File: src/rtl/slt_pkg.sv
// ----------------------------------------------------------------------------
// slt_pkg
// Types, constants and codes shared by the sorted list table block.
// ----------------------------------------------------------------------------
`default_nettype none

package slt_pkg;

  localparam int CAPACITY = 16;
  localparam int DATA_W   = 32;
  localparam int IDX_W    = $clog2(CAPACITY);
  localparam int CNT_W    = $clog2(CAPACITY + 1);

  typedef enum logic [2:0] {
    CMD_INSERT   = 3'd0,
    CMD_REMOVE   = 3'd1,
    CMD_UPDATE   = 3'd2,
    CMD_CLEAR    = 3'd3,
    CMD_DUMP_FWD = 3'd4,
    CMD_DUMP_BWD = 3'd5
  } cmd_e;

  typedef enum logic [1:0] {
    ST_OK        = 2'd0,
    ST_EMPTY     = 2'd1,
    ST_NOT_FOUND = 2'd2,
    ST_FULL      = 2'd3
  } status_e;

  typedef enum logic [3:0] {
    S_IDLE,
    S_FIND_RD,
    S_FIND_CMP,
    S_SHIFT_RD,
    S_SHIFT_WR,
    S_PUT,
    S_FIX_F,
    S_FIX_B,
    S_FIX_CAP,
    S_DUMP_RD,
    S_DUMP_OUT,
    S_RESP
  } state_e;

  // result of the shared compare unit
  typedef struct packed {
    logic lt;   // entry < key, signed
    logic eq;   // entry == key
    logic hit;  // position found for the current search
  } cmp_res_t;

endpackage

`default_nettype wire

File: src/rtl/slt_if.sv
// ----------------------------------------------------------------------------
// slt_if
// Valid/ready channels for commands in and results out.
// ----------------------------------------------------------------------------
`default_nettype none

interface slt_in_if;
  logic               valid;
  logic               ready;
  logic [2:0]         cmd;
  logic signed [31:0] value;
  logic signed [31:0] new_value;

  modport source (output valid, output cmd, output value, output new_value, input ready);
  modport sink   (input valid, input cmd, input value, input new_value, output ready);
endinterface

interface slt_out_if;
  logic               valid;
  logic               ready;
  logic [1:0]         status;
  logic signed [31:0] element;
  logic               element_valid;
  logic               last;
  logic [4:0]         entry_count;
  logic               is_empty;
  logic signed [31:0] front_value;
  logic signed [31:0] back_value;

  modport source (output valid, output status, output element, output element_valid,
                  output last, output entry_count, output is_empty, output front_value,
                  output back_value, input ready);
  modport sink   (input valid, input status, input element, input element_valid,
                  input last, input entry_count, input is_empty, input front_value,
                  input back_value, output ready);
endinterface

`default_nettype wire

File: src/rtl/slt_ram.sv
// ----------------------------------------------------------------------------
// slt_ram
// Generic simple dual-port RAM, one write and one registered read port.
// ----------------------------------------------------------------------------
`default_nettype none

module slt_ram #(
  parameter int Width = 32,
  parameter int Depth = 16
) (
  input  wire logic                     clk_i,
  input  wire logic                     we_i,
  input  wire logic [$clog2(Depth)-1:0] waddr_i,
  input  wire logic [Width-1:0]         wdata_i,
  input  wire logic                     re_i,
  input  wire logic [$clog2(Depth)-1:0] raddr_i,
  output      logic [Width-1:0]         rdata_o
);

  logic [Width-1:0] mem_q [Depth];
  logic [Width-1:0] rdata_q;

  always_ff @(posedge clk_i) begin
    if (we_i) begin
      mem_q[waddr_i] <= wdata_i;
    end
    if (re_i) begin
      rdata_q <= mem_q[raddr_i];
    end
  end

  assign rdata_o = rdata_q;

endmodule

`default_nettype wire

File: src/rtl/slt_cmp_unit.sv
// ----------------------------------------------------------------------------
// slt_cmp_unit
// Shared compare unit: signed less-than and equality of entry against key.
// ----------------------------------------------------------------------------
`default_nettype none

module slt_cmp_unit import slt_pkg::*; (
  input  wire logic [DATA_W-1:0] entry_i,
  input  wire logic [DATA_W-1:0] key_i,
  input  wire logic              ins_mode_i,
  output      cmp_res_t          res_o
);

  always_comb begin
    res_o.lt  = $signed(entry_i) < $signed(key_i);
    res_o.eq  = entry_i == key_i;
    // insert stops at the first entry not less than the key
    res_o.hit = ins_mode_i ? !res_o.lt : res_o.eq;
  end

endmodule

`default_nettype wire

File: src/rtl/sorted_list_table_unit.sv
// ----------------------------------------------------------------------------
// sorted_list_table_unit
// Bounded ordered list of signed values held in a RAM, walked by a sequencer.
// ----------------------------------------------------------------------------
//  channel   dir  beat
//  in_i      in   cmd, value, new_value
//  out_o     out  status, element, element_valid, last, entry_count, is_empty,
//                 front_value, back_value
//
//  Each visited entry is read through the single-read-port RAM; a dump reads
//  one entry per beat, and clear and full/empty cases go straight to S_RESP.
//  in_i.ready is high only between commands; a result waiting in the output
//  register does not block the next command. Reset clears the count and the
//  sequencer registers but not the RAM or the front/back copies.
// ----------------------------------------------------------------------------
`default_nettype none

module sorted_list_table_unit import slt_pkg::*; (
  input  wire logic clk_i,
  input  wire logic rst_ni,
  slt_in_if.sink    in_i,
  slt_out_if.source out_o
);

  state_e            state_q, state_d;
  cmd_e              cmd_q;
  logic [DATA_W-1:0] val_q, nval_q;
  logic [CNT_W-1:0]  count_q, ptr_q, pos_q;
  logic [DATA_W-1:0] front_q, back_q;
  status_e           status_q;

  logic              ram_we, ram_re;
  logic [IDX_W-1:0]  ram_waddr, ram_raddr;
  logic [DATA_W-1:0] ram_wdata, ram_rdata;
  cmp_res_t          cmp;

  logic              out_valid_q, slot_free, out_load, out_dump, out_last;
  logic [1:0]        out_status_q;
  logic [DATA_W-1:0] out_elem_q, out_front_q, out_back_q;
  logic              out_ev_q, out_last_q, out_empty_q;
  logic [CNT_W-1:0]  out_count_q;

  logic              in_acc, is_ins, is_rem;
  logic [CNT_W-1:0]  ptr_inc, ptr_dec, cnt_dec, rev_idx;

  assign in_acc  = in_i.valid && in_i.ready;
  assign is_ins  = cmd_q == CMD_INSERT;
  assign is_rem  = cmd_q == CMD_REMOVE;
  assign ptr_inc = ptr_q + CNT_W'(1);
  assign ptr_dec = ptr_q - CNT_W'(1);
  assign cnt_dec = count_q - CNT_W'(1);
  assign rev_idx = cnt_dec - ptr_q;
  assign slot_free = !out_valid_q || out_o.ready;

  assign in_i.ready = state_q == S_IDLE;

  slt_ram #(.Width(DATA_W), .Depth(CAPACITY)) u_ram (
    .clk_i   (clk_i),
    .we_i    (ram_we),
    .waddr_i (ram_waddr),
    .wdata_i (ram_wdata),
    .re_i    (ram_re),
    .raddr_i (ram_raddr),
    .rdata_o (ram_rdata)
  );

  slt_cmp_unit u_cmp (
    .entry_i    (ram_rdata),
    .key_i      (val_q),
    .ins_mode_i (is_ins),
    .res_o      (cmp)
  );

  // next state
  always_comb begin
    state_d = state_q;
    unique case (state_q)
      S_IDLE: begin
        if (in_acc) begin
          case (cmd_e'(in_i.cmd))
            CMD_INSERT:
              state_d = (count_q == CNT_W'(CAPACITY)) ? S_RESP : S_FIND_RD;
            CMD_REMOVE, CMD_UPDATE:
              state_d = (count_q == '0) ? S_RESP : S_FIND_RD;
            CMD_DUMP_FWD, CMD_DUMP_BWD:
              state_d = (count_q == '0) ? S_RESP : S_DUMP_RD;
            default: state_d = S_RESP;
          endcase
        end
      end
      S_FIND_RD: begin
        if (ptr_q == count_q) state_d = is_ins ? S_SHIFT_RD : S_RESP;
        else                  state_d = S_FIND_CMP;
      end
      S_FIND_CMP: begin
        if (!cmp.hit)    state_d = S_FIND_RD;
        else if (is_ins || is_rem) state_d = S_SHIFT_RD;
        else             state_d = S_PUT;
      end
      S_SHIFT_RD: begin
        if (is_ins) state_d = (ptr_q > pos_q) ? S_SHIFT_WR : S_PUT;
        else        state_d = (ptr_inc < count_q) ? S_SHIFT_WR : S_FIX_F;
      end
      S_SHIFT_WR: state_d = S_SHIFT_RD;
      S_PUT:      state_d = S_FIX_F;
      S_FIX_F:    state_d = S_FIX_B;
      S_FIX_B:    state_d = S_FIX_CAP;
      S_FIX_CAP:  state_d = S_RESP;
      S_DUMP_RD:  state_d = S_DUMP_OUT;
      S_DUMP_OUT: begin
        if (slot_free) state_d = (ptr_inc == count_q) ? S_IDLE : S_DUMP_RD;
      end
      S_RESP: begin
        if (slot_free) state_d = S_IDLE;
      end
      default: state_d = S_IDLE;
    endcase
  end

  // RAM and output-register controls
  always_comb begin
    ram_re    = 1'b0;
    ram_raddr = ptr_q[IDX_W-1:0];
    ram_we    = 1'b0;
    ram_waddr = ptr_q[IDX_W-1:0];
    ram_wdata = ram_rdata;
    out_load  = 1'b0;
    out_dump  = 1'b0;
    out_last  = 1'b1;
    unique case (state_q)
      S_FIND_RD: ram_re = ptr_q != count_q;
      S_SHIFT_RD: begin
        if (is_ins) begin
          ram_re    = ptr_q > pos_q;
          ram_raddr = ptr_dec[IDX_W-1:0];
        end else begin
          ram_re    = ptr_inc < count_q;
          ram_raddr = ptr_inc[IDX_W-1:0];
        end
      end
      S_SHIFT_WR: ram_we = 1'b1;
      S_PUT: begin
        ram_we    = 1'b1;
        ram_waddr = pos_q[IDX_W-1:0];
        ram_wdata = is_ins ? val_q : nval_q;
      end
      S_FIX_F: begin
        ram_re    = 1'b1;
        ram_raddr = '0;
      end
      S_FIX_B: begin
        ram_re    = 1'b1;
        ram_raddr = cnt_dec[IDX_W-1:0];
      end
      S_DUMP_RD: begin
        ram_re    = 1'b1;
        ram_raddr = (cmd_q == CMD_DUMP_FWD) ? ptr_q[IDX_W-1:0] : rev_idx[IDX_W-1:0];
      end
      S_DUMP_OUT: begin
        out_load = slot_free;
        out_dump = 1'b1;
        out_last = ptr_inc == count_q;
      end
      S_RESP: out_load = slot_free;
      default: ;
    endcase
  end

  // sequencer registers
  always_ff @(posedge clk_i or negedge rst_ni) begin
    if (!rst_ni) begin
      state_q  <= S_IDLE;
      count_q  <= '0;
      ptr_q    <= '0;
      pos_q    <= '0;
      status_q <= ST_OK;
      cmd_q    <= CMD_INSERT;
      val_q    <= '0;
      nval_q   <= '0;
    end else begin
      state_q <= state_d;
      unique case (state_q)
        S_IDLE: begin
          if (in_acc) begin
            cmd_q    <= cmd_e'(in_i.cmd);
            val_q    <= in_i.value;
            nval_q   <= in_i.new_value;
            ptr_q    <= '0;
            status_q <= ST_OK;
            case (cmd_e'(in_i.cmd))
              CMD_INSERT:
                if (count_q == CNT_W'(CAPACITY)) status_q <= ST_FULL;
              CMD_REMOVE, CMD_UPDATE, CMD_DUMP_FWD, CMD_DUMP_BWD:
                if (count_q == '0) status_q <= ST_EMPTY;
              CMD_CLEAR: count_q <= '0;
              default: ;
            endcase
          end
        end
        S_FIND_RD: begin
          if (ptr_q == count_q) begin
            if (is_ins) pos_q <= count_q;
            else        status_q <= ST_NOT_FOUND;
          end
        end
        S_FIND_CMP: begin
          if (cmp.hit) begin
            pos_q <= ptr_q;
            if (is_ins) ptr_q <= count_q;
          end else begin
            ptr_q <= ptr_inc;
          end
        end
        S_SHIFT_RD: begin
          if (!is_ins && !(ptr_inc < count_q)) count_q <= cnt_dec;
        end
        S_SHIFT_WR: ptr_q <= is_ins ? ptr_dec : ptr_inc;
        S_PUT: begin
          if (is_ins) count_q <= count_q + CNT_W'(1);
        end
        S_DUMP_OUT: begin
          if (slot_free) ptr_q <= ptr_inc;
        end
        default: ;
      endcase
    end
  end

  // front/back copies, refreshed after every insert, remove or update that changes the list
  always_ff @(posedge clk_i) begin
    if (state_q == S_FIX_B)   front_q <= ram_rdata;
    if (state_q == S_FIX_CAP) back_q  <= ram_rdata;
  end

  // output register
  always_ff @(posedge clk_i or negedge rst_ni) begin
    if (!rst_ni) begin
      out_valid_q <= 1'b0;
    end else if (out_load) begin
      out_valid_q <= 1'b1;
    end else if (out_o.ready) begin
      out_valid_q <= 1'b0;
    end
  end

  always_ff @(posedge clk_i) begin
    if (out_load) begin
      out_status_q <= status_q;
      out_elem_q   <= out_dump ? ram_rdata : '0;
      out_ev_q     <= out_dump;
      out_last_q   <= out_last;
      out_count_q  <= count_q;
      out_empty_q  <= count_q == '0;
      out_front_q  <= (count_q == '0) ? '0 : front_q;
      out_back_q   <= (count_q == '0) ? '0 : back_q;
    end
  end

  assign out_o.valid         = out_valid_q;
  assign out_o.status        = out_status_q;
  assign out_o.element       = out_elem_q;
  assign out_o.element_valid = out_ev_q;
  assign out_o.last          = out_last_q;
  assign out_o.entry_count   = out_count_q;
  assign out_o.is_empty      = out_empty_q;
  assign out_o.front_value   = out_front_q;
  assign out_o.back_value    = out_back_q;

endmodule

`default_nettype wire

File: src/flat_wrapper.sv
// flat-port wrapper written by rule: the top's interface ports become plain ports
module sorted_list_table_unit_flat import slt_pkg::*;
  (clk_i, rst_ni, in_i_valid, in_i_cmd, in_i_value, in_i_new_value, in_i_ready, out_o_valid, out_o_status, out_o_element, out_o_element_valid, out_o_last, out_o_entry_count, out_o_is_empty, out_o_front_value, out_o_back_value, out_o_ready);
  slt_in_if in_i_i ();
  slt_out_if out_o_i ();
  input  wire logic clk_i;
  input  wire logic rst_ni;
  input wire logic [$bits(in_i_i.valid)-1:0] in_i_valid;
  input wire logic [$bits(in_i_i.cmd)-1:0] in_i_cmd;
  input wire logic [$bits(in_i_i.value)-1:0] in_i_value;
  input wire logic [$bits(in_i_i.new_value)-1:0] in_i_new_value;
  output wire logic [$bits(in_i_i.ready)-1:0] in_i_ready;
  output wire logic [$bits(out_o_i.valid)-1:0] out_o_valid;
  output wire logic [$bits(out_o_i.status)-1:0] out_o_status;
  output wire logic [$bits(out_o_i.element)-1:0] out_o_element;
  output wire logic [$bits(out_o_i.element_valid)-1:0] out_o_element_valid;
  output wire logic [$bits(out_o_i.last)-1:0] out_o_last;
  output wire logic [$bits(out_o_i.entry_count)-1:0] out_o_entry_count;
  output wire logic [$bits(out_o_i.is_empty)-1:0] out_o_is_empty;
  output wire logic [$bits(out_o_i.front_value)-1:0] out_o_front_value;
  output wire logic [$bits(out_o_i.back_value)-1:0] out_o_back_value;
  input wire logic [$bits(out_o_i.ready)-1:0] out_o_ready;
  assign in_i_i.valid = in_i_valid;
  assign in_i_i.cmd = in_i_cmd;
  assign in_i_i.value = in_i_value;
  assign in_i_i.new_value = in_i_new_value;
  assign in_i_ready = in_i_i.ready;
  assign out_o_valid = out_o_i.valid;
  assign out_o_status = out_o_i.status;
  assign out_o_element = out_o_i.element;
  assign out_o_element_valid = out_o_i.element_valid;
  assign out_o_last = out_o_i.last;
  assign out_o_entry_count = out_o_i.entry_count;
  assign out_o_is_empty = out_o_i.is_empty;
  assign out_o_front_value = out_o_i.front_value;
  assign out_o_back_value = out_o_i.back_value;
  assign out_o_i.ready = out_o_ready;
  sorted_list_table_unit u_core (.clk_i(clk_i), .rst_ni(rst_ni), .in_i(in_i_i), .out_o(out_o_i));
endmodule
File: config.mk
export PLATFORM = sky130hd
export DESIGN_NAME = sorted_list_table_unit_flat
export DESIGN_NICKNAME = d
export VERILOG_FILES = /design/src/rtl/slt_pkg.sv /design/src/rtl/slt_if.sv /design/src/rtl/slt_ram.sv /design/src/rtl/slt_cmp_unit.sv /design/src/rtl/sorted_list_table_unit.sv /design/src/flat_wrapper.sv
export SDC_FILE = /design/constraint.sdc
export NUM_CORES = 1
export LEC_CHECK = 0
export ABC_AREA = 1
export BUFFER_PORTS_ARGS = -buffer_cell sky130_fd_sc_hd__buf_4
export CORE_MARGIN = 2
export CORE_UTILIZATION = 25
export CTS_CLUSTER_SIZE = 8
export DETAILED_ROUTE_END_ITERATION = 7
export GPL_TIMING_DRIVEN = 0
export PLACE_DENSITY_LB_ADDON = 0.12
export REMOVE_ABC_BUFFERS = 1
export SLEW_MARGIN = 20
export SYNTH_ARGS = -nofsm -noshare
export SYNTH_HDL_FRONTEND = slang
export SYNTH_SLANG_ARGS = --single-unit
File: constraint.sdc
create_clock -name clk_i -period 8.3 [get_ports clk_i]
set_clock_uncertainty 0.1 [all_clocks]
set_input_delay 1.66 -clock clk_i [delete_from_list [all_inputs] [get_ports clk_i]]
set_output_delay 1.66 -clock clk_i [all_outputs]
set_load 0.05 [all_outputs]
[Yosys cells after proc, flatten, opt, wreduce, memory -nomap -nowiden]
Memory sizes are Yosys's and may differ from the RTL's. A register that Yosys moved wholly into a read port is not among the register bits.
Cells that the tools add are included.
Operators by class
  magnitude comparators: 3
  add/subtract/negate cells: 5
  shifts and indexed selects: 0
  bitwise gates (word level): 0
  div/mod/pow operators: 0
  muxes and demuxes: 53
  reductions and logical operators: 29
  $mul: 0
  equal/unequal tests: 34
Operators by type and width (number)
  $mux 32: 2
  $mux 5: 11
  $mux 4: 13
  $pmux 4 s12: 1
  $eq 32x32->1: 1
  $lt 32x32->1: 1
  $pmux 5 s4: 1
  $eq 4x3->1 const B: 4
  $eq 4x4->1 const B: 4
  $pmux 4 s4: 1
  $pmux 5 s3: 1
  $ne 2x1->1 const B: 7
  $mux 2: 6
  $pmux 4 s3: 1
  $reduce_and 4->1: 3
  $mux 1: 11
  $add 5x1->5 const B: 2
  $eq 5x5->1: 2
  $pmux 5 s2: 1
  $sub 5x1->5 const B: 2
  $eq 3x3->1 const B: 3
  $eq 4x2->1 const B: 2
  $pmux 2 s2: 2
  $reduce_or 2->1: 4
  26 further kinds: 38
Storage, ports and cells
  memory bits (writable): 512
  input port bits: 71
  bits in read-only memories: 0
  logic and storage cells: 144
  memories kept: 1
  register bits after elaboration: 259
  bits in latches: 0
Memory list
  u_core.u_ram.mem_q: depth 16, width 32, rd ports 1, clocked after memory_dff 1, wr ports 1, line slt_ram.sv:20  | logic [Width-1:0] mem_q [Depth];

[Logic depth before layout (Yosys ltp)]
  depth after elaboration: 6
  gate-level depth with buffers: 21
  depth with buffers taken out: 21

[Cells and area by module]
From an unflattened synthesis, not the netlist that was laid out.
Second synthesis, totals
  cell total of the unflattened synthesis: 3413
  area total of the unflattened synthesis: 35292.6 sq um
Modules (own cells, without submodules)
  slt_ram: instances 1, area an instance 23065.9 sq um, cells each 2122
  sorted_list_table_unit: instances 1, area an instance 11300.8 sq um, cells each 1143
  slt_cmp_unit: instances 1, area an instance 925.9 sq um, cells each 148

[Worst setup path after synthesis]
OpenSTA, ideal clock, no wires.
  path type: in2reg
  start: input port out_o_ready
  end: register u_core.out_back_q[0], in the netlist u_core.out_o.back_value[0] (enable)
  buffers on the path: 0
  stages on the path: 2
  path slack: 1.523 ns
  arrival time: 6.104 ns
  library setup time: 0.573 ns
  cell sequence: nor2_1 -> nor2_1
Between the ends
  longest elaborated chain between the ends: 2
Ends and longest elaborated chain
  start, declared: line flat_wrapper.sv:22  | input wire logic [$bits(out_o_i.ready)-1:0] out_o_ready;
  $logic_or 1x1->1: line sorted_list_table_unit.sv:53  | assign slot_free = !out_valid_q || out_o.ready;
  $mux 1: line sorted_list_table_unit.sv:130  | unique case (state_q)
  via u_core.out_load: line sorted_list_table_unit.sv:37  | logic out_valid_q, slot_free, out_load, out_dump, out_last;
  end signal, assigned: line sorted_list_table_unit.sv:255  | out_back_q <= (count_q == '0) ? '0 : back_q;
  end, declared: line sorted_list_table_unit.sv:39  | logic [DATA_W-1:0] out_elem_q, out_front_q, out_back_q;
The timed path passes the listed nets, and every way through them passes these cells.
A chain may end at the register's enable or synchronous reset.

[Worst setup path in the final report]
  start: register u_core.count_q[0]
  end: register u_core.u_ram.rdata_q[23], in the netlist u_core.u_ram.rdata_o[23], read port of u_core.u_ram.mem_q (data pin)
Between the ends
  longest elaborated chain between the ends: 4
Ends and longest elaborated chain
  start, declared: line sorted_list_table_unit.sv:28  | logic [CNT_W-1:0] count_q, ptr_q, pos_q;
  start signal, assigned: line sorted_list_table_unit.sv:215  | if (!is_ins && !(ptr_inc < count_q)) count_q <= cnt_dec;
  start signal, assigned: line sorted_list_table_unit.sv:219  | if (is_ins) count_q <= count_q + CNT_W'(1);
  $sub 5x1->5: line sorted_list_table_unit.sv:51  | assign cnt_dec = count_q - CNT_W'(1);
  $sub 4x4->4: line sorted_list_table_unit.sv:52  | assign rev_idx = cnt_dec - ptr_q;
  $mux 4: line sorted_list_table_unit.sv:157  | ram_raddr = (cmd_q == CMD_DUMP_FWD) ? ptr_q[IDX_W-1:0] : rev_idx[IDX_W-1:0];
  $pmux 4 s4: line sorted_list_table_unit.sv:130
  end, declared: line slt_ram.sv:21  | logic [Width-1:0] rdata_q;
Parallel ways exist; a longest one is shown, timed or not.

==> run summary <==
status = finished clean
list of most frequent post-synthesis cells = 714 x edfxtp_1, 625 x nand2_1, 456 x inv_1, 260 x o211ai_1, 224 x nand3_1
post-synth top area share = 63.3%
Worst Hold Depth = 0
crit-path cells = inv_1 -> ha_1 -> fa_1 -> nor2_1 -> nand2_1 -> o211ai_1 -> a21oi_4 -> buf_16 -> inv_8 -> buf_16 -> o211ai_1 -> nand3_1 -> nand3_1 -> nand2_1
Critical Path Sink Type = flip-flop
DR vias = 21.9k
ys flop type = edfxtp_1
Starting Density = 25.1%
vias in the first global route = 21.9k
Tcrit/Tclk final = 51.3%
Slew Limit Fails = 0
first-pass GRT wire length = 156 mm
hold crit path type = flip-flop to flip-flop
PD cells = 414 nW/um2
clk slew on worst S/H paths = 0.05 ns
actual slew at the worst max-slew pin = 0.966 ns
Post-CTS Setup Bufs = 0
Post-Place Cells = 4,798
Post-Place Worst Slack = 4.01 ns
Final Hold Viols = 0
Cell Area, Synth = 33,900 um2
dominant cells by area after synthesis = edfxtp_1 63%, nand2_1 6.9%, dfrtp_1 6.6%
largest fanout on the critical path = 71
Netlist cell types = 46
I/O pin cnt = 179
Worst Setup Slack, final = 4.04 ns
syn_area_per_cell = 11.6 um2
asr flop ratio synth = 11.1%
maximum vdd ir drop = 0.000353 V
DIE WIDTH = 372 um
Seq/Total Area, Yosys = 69.9%
fraction of layout instances using a drive strength above 1 = 14.1%
vias per cell = 4.38
CTS tree = built
Critical Path RT = 8.62 ns
yosys warns = 0
Max-cap violations = 0
kind of critical path = flip-flop to flip-flop
GRT overflow = 0
DRC Markers = 0
total power = 17,500 uW
Setup-failing EPs final = 0
post-DP HPWL = 70.1 mm
CP max-delay cell = a21oi_4
post-CTS sizing = 0
Tmin final = 4.26 ns
Yosys top cell by area = edfxtp_1
Non-Filler Instances = 4,996
Clock Tree Buf Depth = 3
Core ar. = 135,000 um2
final core occ = 31.3%
cell with the most instances after synthesis = edfxtp_1
RSZ-0062 raised after global routing = no
CTS Sinks = 803
Nets = 3,250
Worst setup SP type = flip-flop
arrival time worst endpoint = 4.58 ns
flops & latches, synth = 803
CP max stage delay = 0.59 ns
gr usage total = 15.6%
Leak Pwr = 0.0162 uW
root buf cell = clkbuf_16
Antenna Nets Post-Route = 0
Rel. slew slack = 35.6%
Area growth syn-to-layout = 24.5%
total routed wirelength = 108 mm
DRT Pass-1 Iters = 5
initial drt markers = 1,571
worst-skew pair later-pin latency = 0.73 ns
largest net degree at the start of global routing = 127
initial antenna violation count = 5
Die Height = 372 um
cts bufs inserted = 111
# port buffers = 178
FP Rows = 135
Max Freq = 235 MHz
WL per Instance = 21.6 um
hold buffers post-CTS = 0
H-Tree Level Count = 3
area of the die = 138,000 um2
Reg2Reg Depth = 14
Syn Inst Count = 2,909
RePlAce Congestion = 0.767
Post-synth EDFFs = 714
## registers in the layout, summed over array words and instances, names as in the netlist, 32 cells and up
name and cells:
u_core.nval_q 32, u_core.front_q 32, u_core.u_ram.rdata_o 32, u_core.val_q 32
u_core.out_o.element 32, u_core.back_q 32, u_core.out_o.back_value 32, u_core.out_o.front_value 32
u_core.u_ram.mem_q 512
## logic make-up (layout without fill, tap and decap cells)
logic type | after synthesis | in the layout | share of synthesized area [%]
flip-flops | 803 | 803 | 69.9
other | 0 | 1 | 0
AND/OR/NAND/NOR | 993 | 993 | 12.1
AO/OA/AOI/OAI | 443 | 443 | 8.84
adder cells (fa/ha/maj) | 49 | 49 | 1.83
XOR/XNOR | 11 | 11 | 0.284
buffers and inverters | 610 | 915 | 7.13
## path summary, 6_finish.rpt
check | start | end | slack (ns)
max in group asynchronous | rst_ni | u_core.nval_q[28] | 6.65
setup / recovery | u_core.count_q[0] | u_core.u_ram.rdata_o[23] | 4.04
setup reg to reg | u_core.count_q[0] | u_core.u_ram.rdata_o[23] | 4.04
min in group asynchronous | rst_ni | u_core.val_q[0] | 0.72
hold / removal | u_core.status_q[0] | u_core.out_o.status[0] | 0.35
hold reg to reg | u_core.status_q[0] | u_core.out_o.status[0] | 0.35
## cell usage in the layout (no fill, tap or decap), drive strengths merged, types with 10 or more instances in the layout
master | netlist | layout
o21ai | 102 | 102
nor2 | 119 | 119
clkbuf | 43 | 190
inv | 463 | 467
nand2 | 628 | 628
nand3 | 224 | 224
o211ai | 260 | 260
nand4 | 10 | 10
buf | 103 | 254
edfxtp | 714 | 714
o22ai | 35 | 35
a21oi | 24 | 24
ha | 48 | 48
dfrtp | 89 | 89
## critical path: cells and delay by family, from the launching register on
| family | cells | cell delay, ns |
|---|---|---|
| flip-flops | 1 | 0.53 |
| buffers and inverters | 4 | 0.93 |
| adder cells (fa/ha/maj) | 2 | 0.98 |
| AND/OR/NAND/NOR | 5 | 0.45 |
| AO/OA/AOI/OAI | 3 | 0.87 |
## through the flow
stage          hold slack, ns  setup TNS (ns)  cell area, um2
2_1_floorplan           0.325               0           33200
3_3_place_gp            0.334         -630.56           36800
3_5_place_dp            0.340               0           38900
4_1_cts                 0.357               0           42100
5_1_grt                 0.363               0           42200
6_report                0.352               0           42200
## per-layer routing
layer | wire length, um | GRT usage, %
met1 | 51700 | 21.8
met2 | 49600 | 24.9
met3 | 4200 | 2.46
met4 | 2450 | 4.76
met5 | 0 | 0
## layout make-up
class	count	area, um2
tap	1781	2230
clock buffer	190	3110
timing repair buffer	254	3130
antenna	1	2.50
clock inverter	7	90.1
sequential	803	23700
fill	13600	92800
inverter	464	1770
multi-input combinational	1496	8190
## report_power, final
| part | internal, uW | switching [uW] | total, uW |
|---|---|---|---|
| sequential | 5650 | 366 | 6020 |
| combinational | 2230 | 4950 | 7180 |
| clock | 2510 | 1750 | 4260 |
| total | 10400 | 7060 | 17500 |
No activity file was read; power rests on OpenSTA's default activity.
